<file path="config.mk">
export PLATFORM = sky130hd
export DESIGN_NAME = pba_quant
export DESIGN_NICKNAME = d
export VERILOG_FILES = /design/src/hw/rtl/pba_pkg.sv /design/src/hw/rtl/pba_quant.sv
export SDC_FILE = /design/constraint.sdc
export NUM_CORES = 1
export LEC_CHECK = 0
export BUFFER_PORTS_ARGS = -buffer_cell sky130_fd_sc_hd__buf_4
export CORE_ASPECT_RATIO = 0.7
export CORE_MARGIN = 5
export CORE_UTILIZATION = 55
export CTS_CLUSTER_DIAMETER = 150
export CTS_CLUSTER_SIZE = 10
export DETAILED_ROUTE_END_ITERATION = 10
export PLACE_DENSITY_LB_ADDON = 0.3
export SYNTH_ARGS = -nofsm -noshare
export SYNTH_HDL_FRONTEND = slang
export SYNTH_SLANG_ARGS = --single-unit
</file>
<file path="constraint.sdc">
create_clock -name clk_i -period 2.1 [get_ports clk_i]
set_input_delay 0.105 -clock clk_i [delete_from_list [all_inputs] [get_ports clk_i]]
set_output_delay 0.105 -clock clk_i [all_outputs]
set_load 0.005 [all_outputs]
</file>
<file path="src/hw/rtl/pba_pkg.sv">
// Shared types, constants and register codes of the pixelating block averager.
package pba_pkg;

  localparam int unsigned MaxWidthDefault  = 2048;
  localparam int unsigned MaxHeightDefault = 2048;

  localparam int unsigned CfgW   = 12;
  localparam int unsigned SumW   = 14;
  localparam int unsigned CoordW = 10;
  localparam int unsigned ProdW  = 17;
  localparam int unsigned LumW   = 10;

  localparam logic [CfgW-1:0] FrameWidthReset  = 12'd640;
  localparam logic [CfgW-1:0] FrameHeightReset = 12'd480;
  localparam logic [1:0]      DownShiftReset   = 2'd2;
  localparam logic            UsePaletteReset  = 1'b0;

  localparam logic [ProdW-1:0] LumCoefRed   = 17'd165;
  localparam logic [ProdW-1:0] LumCoefGreen = 17'd324;
  localparam logic [ProdW-1:0] LumCoefBlue  = 17'd63;
  localparam logic [LumW-1:0]  LumOffset    = 10'd16;

  typedef enum logic [1:0] {
    REG_FRAME_WIDTH  = 2'd0,
    REG_FRAME_HEIGHT = 2'd1,
    REG_DOWN_SHIFT   = 2'd2,
    REG_USE_PALETTE  = 2'd3
  } cfg_reg_e;

  typedef struct packed {
    logic [7:0] pixel_red;
    logic [7:0] pixel_green;
    logic [7:0] pixel_blue;
  } pixel_t;

  typedef struct packed {
    logic [CoordW-1:0] block_col;
    logic [CoordW-1:0] block_row;
    logic [7:0]        out_red;
    logic [7:0]        out_green;
    logic [7:0]        out_blue;
    logic              frame_done;
  } block_t;

  typedef struct packed {
    logic [7:0] red;
    logic [7:0] green;
    logic [7:0] blue;
  } rgb_t;

  typedef struct packed {
    logic [SumW-1:0] blue;
    logic [SumW-1:0] green;
    logic [SumW-1:0] red;
  } sums_t;

  typedef struct packed {
    logic              live;
    logic              first;
    logic              result;
    logic              frame_done;
    logic [CoordW-1:0] col;
    logic [CoordW-1:0] row;
  } pos_t;

  typedef struct packed {
    rgb_t              avg;
    logic              frame_done;
    logic [CoordW-1:0] col;
    logic [CoordW-1:0] row;
  } avg_blk_t;

  localparam rgb_t Palette [4] = '{
    '{red: 8'h0F, green: 8'h38, blue: 8'h0F},
    '{red: 8'h30, green: 8'h61, blue: 8'h30},
    '{red: 8'h8A, green: 8'hAB, blue: 8'h0F},
    '{red: 8'hBB, green: 8'hCF, blue: 8'h5D}
  };

endpackage

</file>
<file path="src/hw/rtl/pba_quant.sv">
// Color quantizer and output register: palette by luminance or 5-6-5 truncation.
module pba_quant (
  input  logic               clk_i,
  input  logic               rst_ni,
  input  logic               use_palette_i,
  input  logic               in_valid_i,
  output logic               in_ready_o,
  input  pba_pkg::avg_blk_t  in_i,
  output logic               out_valid_o,
  input  logic               out_ready_i,
  output pba_pkg::block_t    out_o
);
  import pba_pkg::*;

  logic             out_v_q;
  block_t           out_q;
  logic [ProdW-1:0] prod_r, prod_g, prod_b;
  logic [LumW-1:0]  lum;
  logic [1:0]       sel;
  rgb_t             color;

  always_comb begin
    prod_r = ProdW'(in_i.avg.red)   * LumCoefRed;
    prod_g = ProdW'(in_i.avg.green) * LumCoefGreen;
    prod_b = ProdW'(in_i.avg.blue)  * LumCoefBlue;
    lum    = LumOffset + LumW'(prod_r >> 8) + LumW'(prod_g >> 8) + LumW'(prod_b >> 8);
    sel    = (lum[LumW-1:8] != '0) ? 2'd3 : lum[7:6];
    if (use_palette_i) begin
      color = Palette[sel];
    end else begin
      color.red   = in_i.avg.red   & 8'hF8;
      color.green = in_i.avg.green & 8'hFC;
      color.blue  = in_i.avg.blue  & 8'hF8;
    end
  end

  assign in_ready_o  = !out_v_q || out_ready_i;
  assign out_valid_o = out_v_q;
  assign out_o       = out_q;

  always_ff @(posedge clk_i or negedge rst_ni) begin
    if (!rst_ni) begin
      out_v_q <= 1'b0;
    end else if (in_ready_o) begin
      out_v_q <= in_valid_i;
    end
  end

  always_ff @(posedge clk_i) begin
    if (in_ready_o && in_valid_i) begin
      out_q.block_col  <= in_i.col;
      out_q.block_row  <= in_i.row;
      out_q.out_red    <= color.red;
      out_q.out_green  <= color.green;
      out_q.out_blue   <= color.blue;
      out_q.frame_done <= in_i.frame_done;
    end
  end

endmodule

</file>
==> results.cfg <==
[critical_path]
worstReg2RegEnd = out_o[11]
slowest_delay_ns = 0.64
required_ns = 2.26
crit_path_end = out_o[6]
crit_path_end_kind = flop
cp.depth = 28
cp_slowest_cell = fa_1
crit_buf_inv = 5
regToRegSetupSlack_ns = 0.74
setup.worst_path.start_class = primary input
arrival_ns = 6.76
path_delay_family = adder cells
critPathKind = in2reg
timing.rr.start = out_valid_o
worstRegToRegCells = 3
cp-startpoint = in_i[25]
worst-path-max-fanout = 5

[timing]
period_minus_slack_ns = 6.60
hold_viol = 1
clock_skew_ns = 0.0112
min_period_over_period = 3.14
timing.hold.ws_ns = -0.00394
fin_ws_ns = -4.50
tns_ns = -88.50
rsz0062_at_grt = true
slew-limit-headroom = 0.522
drv_slew = 0
fmax_mhz = 152
tightest_slew_ns = 0.716
finalSetupViolCount = 20

[synth]
syn_area_per_cell_sq_um = 11.4
syn-num-nets = 593
synth_warnings = 0
syn_area_sq_um = 4530
synth_cell_types = 46
synth-seq-cells = 44
yosysTopAreaCellShare = 0.320
synth_area_leaders = ha_1 32%, edfxtp_1 28%, fa_1 13%
yosysSeqAreaShare = 0.290
yosys.area.top_type = ha_1
syn_inst = 397

[status]
violations = hold timing, setup timing
run_status = finished with violations

[floorplan]
dieWidth_um = 118
fp.dieH_um = 85.9
dieArea_sq_um = 10200
rows = 27
fp.coreArea_sq_um = 7940
io_pins = 97
initial_core_util = 0.571

[place]
place_inst = 674
gp_congestion = 0.818
dpl_cell_area_sq_um = 6080
dp_hpwl_um = 9520
port_buffers = 96

[global_route]
grt_antenna_before_repair = 1
grt_pass1_vias = 4512
grt_pass1_wl_um = 25100
grt_max_degree = 44
grt-ovfl-total = 0
grt.total_usage = 0.321

[final_layout]
layout_common_cells = 187 x buf_4, 102 x ha_1, 49 x inv_1
layout_commonest_cell = buf_4
stdcell_count = 723
finish.net_count = 816
final_area_sq_um = 6980
layout-drive-gt1-share = 0.456
syn_to_final_growth_pct = 54.0

[clock_tree]
cts_buffers = 5
cts_tree = built
clock-sinks = 44
clk_pin_slew_ns = 0.08
root_buffer = clkbuf_16
htree_num_levels = 2
cts_max_path_buffers = 2
clk_latency_ns = 0.31

[detailed_routing]
num_vias = 4574
avgViaCountPerCell = 6.33
dr.pass1.iters = 5
drt-wirelength-per-cell_um = 28.2
drtIter0Drc = 485
ant_nets = 0
routed_wl_um = 20400
route.detailed.drc = 0

[run]
drv.max_cap_violation_count = 0

[worst_hold_path]
min_path_type = in2reg
## worst min path at each step
stage	start	endpoint	slack, ns	cells after the start
finish	in_valid_i	out_valid_o	-0.004	2
CTS	in_i[2]	out_o[27]	0.00005	1
global route	in_i[6]	out_o[31]	-0.008	1
detailed placement	rst_ni	out_valid_o	-0.12	1
floorplan	rst_ni	out_valid_o	-0.19	0
global placement	rst_ni	out_valid_o	-0.12	1
## layout make-up
| type | count | area, sq um |
|---|---|---|
| clock buffer | 5 | 125 |
| tap | 101 | 126 |
| timing repair buffer | 221 | 1780 |
| multi-input combinational | 287 | 3340 |
| inverter | 61 | 240 |
| clock inverter | 3 | 46.3 |
| antenna | 1 | 2.50 |
| sequential | 44 | 1320 |
| fill | 309 | 961 |
## kinds of logic after synthesis
kind of cell / after synthesis / synth area share
buffers and inverters: 66 / 0.0580
AOI/OAI and AO/OA: 55 / 0.0911
and+or+nand+nor: 67 / 0.0710
xor gates and xnor gates: 19 / 0.0367
DFF: 44 / 0.290
adders and majority gates: 146 / 0.453
## cell usage after synthesis, drive strengths merged
| master | instances |
|---|---|
| a21o | 10 |
| or2 | 3 |
| buf | 3 |
| a21boi | 1 |
| o21ai | 7 |
| o311a | 1 |
| fa | 30 |
| inv | 61 |
| edfxtp | 43 |
| and3 | 1 |
| nor2 | 27 |
| dfrtp | 1 |
| or4b | 1 |
| or3b | 1 |
| o21ba | 1 |
| a211oi | 2 |
| nand3 | 4 |
| or3 | 2 |
| a221oi | 1 |
| o41ai | 1 |
| o21a | 5 |
| o31a | 2 |
| xor2 | 7 |
| o22ai | 1 |
| clkbuf | 2 |
| a21oi | 13 |
| nor3 | 5 |
| o311ai | 1 |
| a31o | 3 |
| o221a | 1 |
| nor2b | 3 |
| nand2b | 3 |
| nand4 | 2 |
| nand2 | 11 |
| ha | 116 |
| o21bai | 3 |
| xnor2 | 12 |
| a41oi | 2 |
| and2 | 4 |
## repair_timing
action | CTS | global route
pin swaps | 34 | 37
hold buffers | 20 | 1
hold endpoints to repair | 20 | 1
setup endpoints to repair | 20 | 20
gates resized for setup | 40 | 47
gates cloned | 0 | 0
buffers inserted | 11 | 10
## flip-flops by register name, summed over array words and instances, names as in the netlist
| signal | flops |
|---|---|
| out_o | 43 |
| out_valid_o | 1 |
## stage by stage
stage | setup slack [ns] | utilization
CTS | -4.00 | 0.846
floorplan | -4.03 | -
global placement | -4.21 | 0.765
global route | -4.62 | 0.879
finish | -4.50 | 0.879
detailed placement | -4.40 | 0.765
## routing by layer
metal  share of wire  up-vias  track usage
met5               0        -            0
met4           0.086        0        0.193
met3            0.11      154       0.0844
met2            0.46      428        0.559
met1            0.34     2158        0.357
li1                -     1834            -
Power is not shown: default switching activity piles up to over one toggle a cycle in this logic, so the estimate is an artifact.
