$ cat config.mk
export PLATFORM = sky130hd
export DESIGN_NAME = pba_raster
export DESIGN_NICKNAME = d
export VERILOG_FILES = /design/src/hw/rtl/pba_pkg.sv /design/src/hw/rtl/pba_raster.sv
export SDC_FILE = /design/constraint.sdc
export NUM_CORES = 1
export LEC_CHECK = 0
export ABC_CLOCK_PERIOD_IN_PS = 5250
export BUFFER_PORTS_ARGS = -buffer_cell sky130_fd_sc_hd__buf_2
export CAP_MARGIN = 20
export CORE_MARGIN = 2
export CORE_UTILIZATION = 44
export CTS_CLUSTER_SIZE = 40
export DETAILED_ROUTE_END_ITERATION = 12
export HOLD_SLACK_MARGIN = 0.02
export PLACE_DENSITY = 0.7
export SETUP_SLACK_MARGIN = 0.4
export SLEW_MARGIN = 25
export SYNTH_ARGS = -nofsm -noshare
export SYNTH_HDL_FRONTEND = slang
export SYNTH_SLANG_ARGS = --single-unit
export TNS_END_PERCENT = 50
$ cat constraint.sdc
create_clock -name clk_i -period 5.25 [get_ports clk_i]
set_input_delay 0.7875 -clock clk_i [delete_from_list [all_inputs] [get_ports clk_i]]
set_output_delay 0.7875 -clock clk_i [all_outputs]
set_load 0.02 [all_outputs]
$ cat src/hw/rtl/pba_pkg.sv
// Shared types, constants and register codes of the pixelating block averager.
package pba_pkg;

  localparam int unsigned MaxWidthDefault  = 2048;
  localparam int unsigned MaxHeightDefault = 2048;

  localparam int unsigned CfgW   = 12;
  localparam int unsigned SumW   = 14;
  localparam int unsigned CoordW = 10;
  localparam int unsigned ProdW  = 17;
  localparam int unsigned LumW   = 10;

  localparam logic [CfgW-1:0] FrameWidthReset  = 12'd640;
  localparam logic [CfgW-1:0] FrameHeightReset = 12'd480;
  localparam logic [1:0]      DownShiftReset   = 2'd2;
  localparam logic            UsePaletteReset  = 1'b0;

  localparam logic [ProdW-1:0] LumCoefRed   = 17'd165;
  localparam logic [ProdW-1:0] LumCoefGreen = 17'd324;
  localparam logic [ProdW-1:0] LumCoefBlue  = 17'd63;
  localparam logic [LumW-1:0]  LumOffset    = 10'd16;

  typedef enum logic [1:0] {
    REG_FRAME_WIDTH  = 2'd0,
    REG_FRAME_HEIGHT = 2'd1,
    REG_DOWN_SHIFT   = 2'd2,
    REG_USE_PALETTE  = 2'd3
  } cfg_reg_e;

  typedef struct packed {
    logic [7:0] pixel_red;
    logic [7:0] pixel_green;
    logic [7:0] pixel_blue;
  } pixel_t;

  typedef struct packed {
    logic [CoordW-1:0] block_col;
    logic [CoordW-1:0] block_row;
    logic [7:0]        out_red;
    logic [7:0]        out_green;
    logic [7:0]        out_blue;
    logic              frame_done;
  } block_t;

  typedef struct packed {
    logic [7:0] red;
    logic [7:0] green;
    logic [7:0] blue;
  } rgb_t;

  typedef struct packed {
    logic [SumW-1:0] blue;
    logic [SumW-1:0] green;
    logic [SumW-1:0] red;
  } sums_t;

  typedef struct packed {
    logic              live;
    logic              first;
    logic              result;
    logic              frame_done;
    logic [CoordW-1:0] col;
    logic [CoordW-1:0] row;
  } pos_t;

  typedef struct packed {
    rgb_t              avg;
    logic              frame_done;
    logic [CoordW-1:0] col;
    logic [CoordW-1:0] row;
  } avg_blk_t;

  localparam rgb_t Palette [4] = '{
    '{red: 8'h0F, green: 8'h38, blue: 8'h0F},
    '{red: 8'h30, green: 8'h61, blue: 8'h30},
    '{red: 8'h8A, green: 8'hAB, blue: 8'h0F},
    '{red: 8'hBB, green: 8'hCF, blue: 8'h5D}
  };

endpackage

$ cat src/hw/rtl/pba_raster.sv
// Raster position counters and block geometry of the incoming pixel.
module pba_raster #(
  parameter int unsigned MAX_WIDTH  = pba_pkg::MaxWidthDefault,
  parameter int unsigned MAX_HEIGHT = pba_pkg::MaxHeightDefault
) (
  input  logic                                clk_i,
  input  logic                                rst_ni,
  input  logic [pba_pkg::CfgW-1:0]            cfg_width_i,
  input  logic [pba_pkg::CfgW-1:0]            cfg_height_i,
  input  logic [1:0]                          cfg_shift_i,
  input  logic                                step_i,
  output pba_pkg::pos_t                       pos_o,
  output logic [$clog2(MAX_WIDTH/2)-1:0]      idx_o
);
  import pba_pkg::*;

  localparam int unsigned XCW   = $clog2(MAX_WIDTH);
  localparam int unsigned YCW   = $clog2(MAX_HEIGHT);
  localparam int unsigned WW    = XCW + 1;
  localparam int unsigned HW    = YCW + 1;
  localparam int unsigned XCMPW = (WW > CfgW) ? WW : CfgW;
  localparam int unsigned YCMPW = (HW > CfgW) ? HW : CfgW;
  localparam int unsigned Depth = MAX_WIDTH / 2;
  localparam int unsigned IW    = $clog2(Depth);

  logic [XCW-1:0]   col_q, col_d;
  logic [YCW-1:0]   row_q, row_d;
  logic [XCMPW-1:0] fw_ext;
  logic [YCMPW-1:0] fh_ext;
  logic [WW-1:0]    width, bw, col_inc;
  logic [HW-1:0]    height, bh, row_inc;
  logic [1:0]       shift;
  logic [2:0]       mask;
  logic [XCW-1:0]   bx;
  logic [YCW-1:0]   by;
  logic             live, at_first, at_last;

  always_comb begin
    fw_ext = XCMPW'(cfg_width_i);
    fh_ext = YCMPW'(cfg_height_i);
    if (fw_ext == '0) begin
      width = WW'(1);
    end else if (fw_ext > XCMPW'(MAX_WIDTH)) begin
      width = WW'(MAX_WIDTH);
    end else begin
      width = WW'(fw_ext);
    end
    if (fh_ext == '0) begin
      height = HW'(1);
    end else if (fh_ext > YCMPW'(MAX_HEIGHT)) begin
      height = HW'(MAX_HEIGHT);
    end else begin
      height = HW'(fh_ext);
    end

    shift = (cfg_shift_i == 2'd0) ? 2'd1 : cfg_shift_i;
    mask  = 3'((4'd1 << shift) - 4'd1);
    bx    = col_q >> shift;
    by    = row_q >> shift;
    bw    = width >> shift;
    bh    = height >> shift;

    live     = (WW'(bx) < bw) && (HW'(by) < bh);
    at_first = ((col_q[2:0] & mask) == 3'd0) && ((row_q[2:0] & mask) == 3'd0);
    at_last  = ((col_q[2:0] & mask) == mask) && ((row_q[2:0] & mask) == mask);

    pos_o.live       = live;
    pos_o.first      = at_first;
    pos_o.result     = live && at_last;
    pos_o.frame_done = (WW'(bx) == bw - WW'(1)) && (HW'(by) == bh - HW'(1));
    pos_o.col        = CoordW'(bx);
    pos_o.row        = CoordW'(by);

    if (bx >= XCW'(Depth)) begin
      idx_o = IW'(bx - XCW'(Depth));
    end else begin
      idx_o = IW'(bx);
    end

    col_inc = WW'(col_q) + WW'(1);
    row_inc = HW'(row_q) + HW'(1);
    col_d   = col_q;
    row_d   = row_q;
    if (col_inc >= width) begin
      col_d = '0;
      row_d = (row_inc >= height) ? '0 : YCW'(row_inc);
    end else begin
      col_d = XCW'(col_inc);
    end
  end

  always_ff @(posedge clk_i or negedge rst_ni) begin
    if (!rst_ni) begin
      col_q <= '0;
      row_q <= '0;
    end else if (step_i) begin
      col_q <= col_d;
      row_q <= row_d;
    end
  end

endmodule

==> flow_summary.yaml <==
worst_setup_path:
  startpoint_type: "input pin"
  path_cells: "buf_2 -> nor4_2 -> a41o_2 -> o211ai_1 -> ha_1 -> mux2_4 -> a22oi_2 -> xnor2_1 -> or4_1 -> nor4_2 -> o2111a_1 -> buf_2"
  r2r-start: "col_q[0]"
  r2r_slack_ns: 1.47
  rr_worst_depth: 14
  crit_path_start: "cfg_height_i[5]"
  worstPathArrival_ns: 3.80
  reg2reg_to: "col_q[5]"
  cp_max_fo: 11
  worstSetupEndpoint: "pos_o[20]"
  cp.required_ns: 4.46
  endpoint_kind: "output pin"
  slowest_stage: "or4_1"
  crit_type: "input pin to output pin"
  critical_path.max_stage_delay_ns: 0.49
die:
  die_area_um2: 11250
  fp.dieW_um: 106.1
  start_util: 0.4480
  num_rows: 37
  die_h_um: 106.1
  core_um2: 10230
  ios: 63
sta:
  worst_pin_slew_ns: 0.7622
  hold_viol: 0
  setup_ws_ns: 0.6597
  min_period_ns: 4.590
  setup_viol: 0
  finalMaxSlewViolations: 0
  fin_tns_setup_ns: 0
  finalCritPeriodShare: 0.8743
  maxSlewHeadroom: 0.4919
  max_freq_mhz: 217.9
  finClkSkew_ns: 0.004642
  rsz0062_at_grt: "yes"
clocking:
  cts_buffer_depth: 2
  insertion_delay_ns: 0.26
  cts_tree: "yes"
  clkTransAtPathRegs_ns: 0.08
  cts-buffers-inserted: 3
  root_buffer: "clkbuf_8"
  clock_sinks: 22
  h-tree-depth: 1
place:
  dp_slack_ns: 0.4629
  gp_congestion: 0.9353
  placed_area_um2: 4833
  numPortBuffers: 62
  dp_cells: 761
  dp_hpwl_mm: 10.25
outcome:
  run_status: "completed"
yosys:
  synth_area_leader_cell: "ha_1"
  ys_types: 77
  synth-main-ff-cell: "dfrtp_1"
  synthCells: 608
  syn_area_per_cell_um2: 7.538
  syn_area_um2: 4583
  synth-warning-count: 0
  synth_edf_count: 0
  synthArstFlopShare: 1.000
  synth-seq-cells: 22
  synth_area_leaders: "ha_1 (13%), dfrtp_1 (12%), mux2i_1 (7.9%)"
  synth_top_area_frac: 0.1338
  synth_seq_area_share: 0.1201
global_route:
  grt.busiest_layer: "met2"
  grt_max_degree: 40
  antenna_found_initial: 0
  met2_usage: 0.3954
  grt_util_met1: 0.3092
  grt_first_pass_wirelength_mm: 21.16
  grt-ovfl-total: 0
  track_usage: 0.2280
  grt_pass1_vias: 4288
  grtUsageMet3: 0.01717
route:
  drt-initial-drc-count: 212
  vias: 4540
  drt_wl_total_mm: 12.84
  viasPerCell: 5.927
  drt_pass1_iterations: 5
  routedWlPerCell_um: 16.76
  antenna_left: 0
  drcViolationCount: 0
power:
  irDropWorstVdd_mv: 0.2004
  p_per_area_nw_per_um2: 245.7
  power_w: 0.001205
  p_leak_nw: 2.319
worst_hold_path:
  hold_class: "input pin to asynchronous set/reset pin"
cells_and_area:
  drive_above_1_share: 0.1619
  area_growth_pct: 6.989
  nNetsFinal: 709
  diodes: 0
  fin_cells: 766
  final_area_um2: 4903
job:
  maxCapViolCount: 0
per-stage QoR:
stage          hold slack [ns]    util
6_report                0.4773  0.4793
5_1_grt                 0.5181  0.4793
4_1_cts                 0.5012  0.4778
3_5_place_dp            0.5499  0.4724
3_3_place_gp            0.5439  0.4724
2_1_floorplan           0.4919       -
cells in the mapped netlist (all sizes together), types with 2 or more instances:
cell type  instances
inv               19
o311a              2
a22oi              2
nor3b              2
nand2             60
o2bb2ai            7
ha                49
o31ai              5
nand3b             3
mux2i             36
nand3             23
a21oi             46
nand4bb            2
xor2              15
a31oi              2
or2                3
o311ai             2
nor4               6
nor2b              8
a211oi             4
a21boi             5
nor4bb             2
a41oi              2
a21o              12
or4                6
and3               9
dfrtp             22
clkbuf            21
mux2               7
a22o               5
nor2              45
or3                7
buf               35
nand4              4
o22ai              5
o21ai             26
o211ai            10
nor3              17
and2               3
o21a              10
o21bai             4
nand2b            15
xnor2             22
repair_timing:
| item | 4_1_cts | 5_1_grt |
|---|---|---|
| setup buffers | 0 | 1 |
| hold buffers | 0 | 0 |
| gates resized for setup | 0 | 2 |
| endpoints found under the hold margin | 0 | 0 |
| setup endpoints to repair | 0 | 3 |
report_power, final:
| group | internal, W | leakage, nW | switching (W) | total, W |
|---|---|---|---|---|
| clock | 0.0000668 | 0.0288 | 0.0000531 | 0.000120 |
| sequential | 0.000208 | 0.296 | 0.000105 | 0.000313 |
| combinational | 0.000328 | 1.99 | 0.000444 | 0.000772 |
registers in the layout, summed over array words and instances, names as in the netlist:
name / flops
col_q: 11
row_q: 11
cell families (layout without fill, tap and decap cells):
family          after synthesis  in the layout  share of synthesized area
compound gates              162            162                     0.2408
xor+xnor                     37             37                    0.07071
fa+ha+maj                    49             49                     0.1338
buf+inv                      75             96                    0.08654
flops                        22             22                     0.1201
mux                          43             43                    0.09664
other cells                   1              2                  0.0008182
simple gates                219            219                     0.2506
per-layer routing:
layer | vias to the layer above | share of wire | routed length [um]
met5 | - | 0 | 0
met4 | 0 | 0.018 | 226
met3 | 18 | 0.057 | 726
met2 | 164 | 0.48 | 6142
met1 | 2108 | 0.45 | 5746
li1 | 2250 | - | -
worst max-delay path: cells and delay by family:
family                     cells  cell delay, ns
adders and majority gates      1            0.34
buffers and inverters          2            0.32
xor gates and xnor gates       1            0.09
and+or+nand+nor                3            1.02
muxes                          1            0.33
AOI/OAI and AO/OA              4            0.93
worst min path at each step:
stage | from | end | slack, ns | cells past startpoint
after floorplan | rst_ni | col_q[0] | 0.49 | 0
after detailed placement | row_q[9] | row_q[9] | 0.55 | 2
after global routing | rst_ni | col_q[3] | 0.52 | 1
after global placement | row_q[9] | row_q[9] | 0.54 | 2
final | rst_ni | col_q[4] | 0.48 | 1
after CTS | rst_ni | col_q[4] | 0.50 | 1
final cells by class:
type,count,area [um^2]
timing repair buffer,73,405.4
fill,1057,5328
sequential,22,550.5
multi-input combinational,512,3651
clock buffer,4,55.05
inverter,19,71.32
tap,136,170.2
cells in the final DEF, fill, tap and decap left out, types with 5 or more instances in the layout:
cell type	count
nand2_1	60
nor2_1	45
xor2_1	15
a21boi_0	5
o22ai_1	5
dfrtp_1	22
buf_2	62
o2bb2ai_1	7
a22o_1	5
nand3_1	22
and3_1	9
o21ai_0	22
a21o_1	12
or3_1	7
nand2b_1	14
ha_1	49
mux2i_1	36
nor2b_1	8
o21a_1	10
inv_1	19
or4_1	5
buf_4	10
nor3_1	16
o211ai_1	10
a21oi_1	44
xnor2_1	22
(Power assumes the default switching activity.)
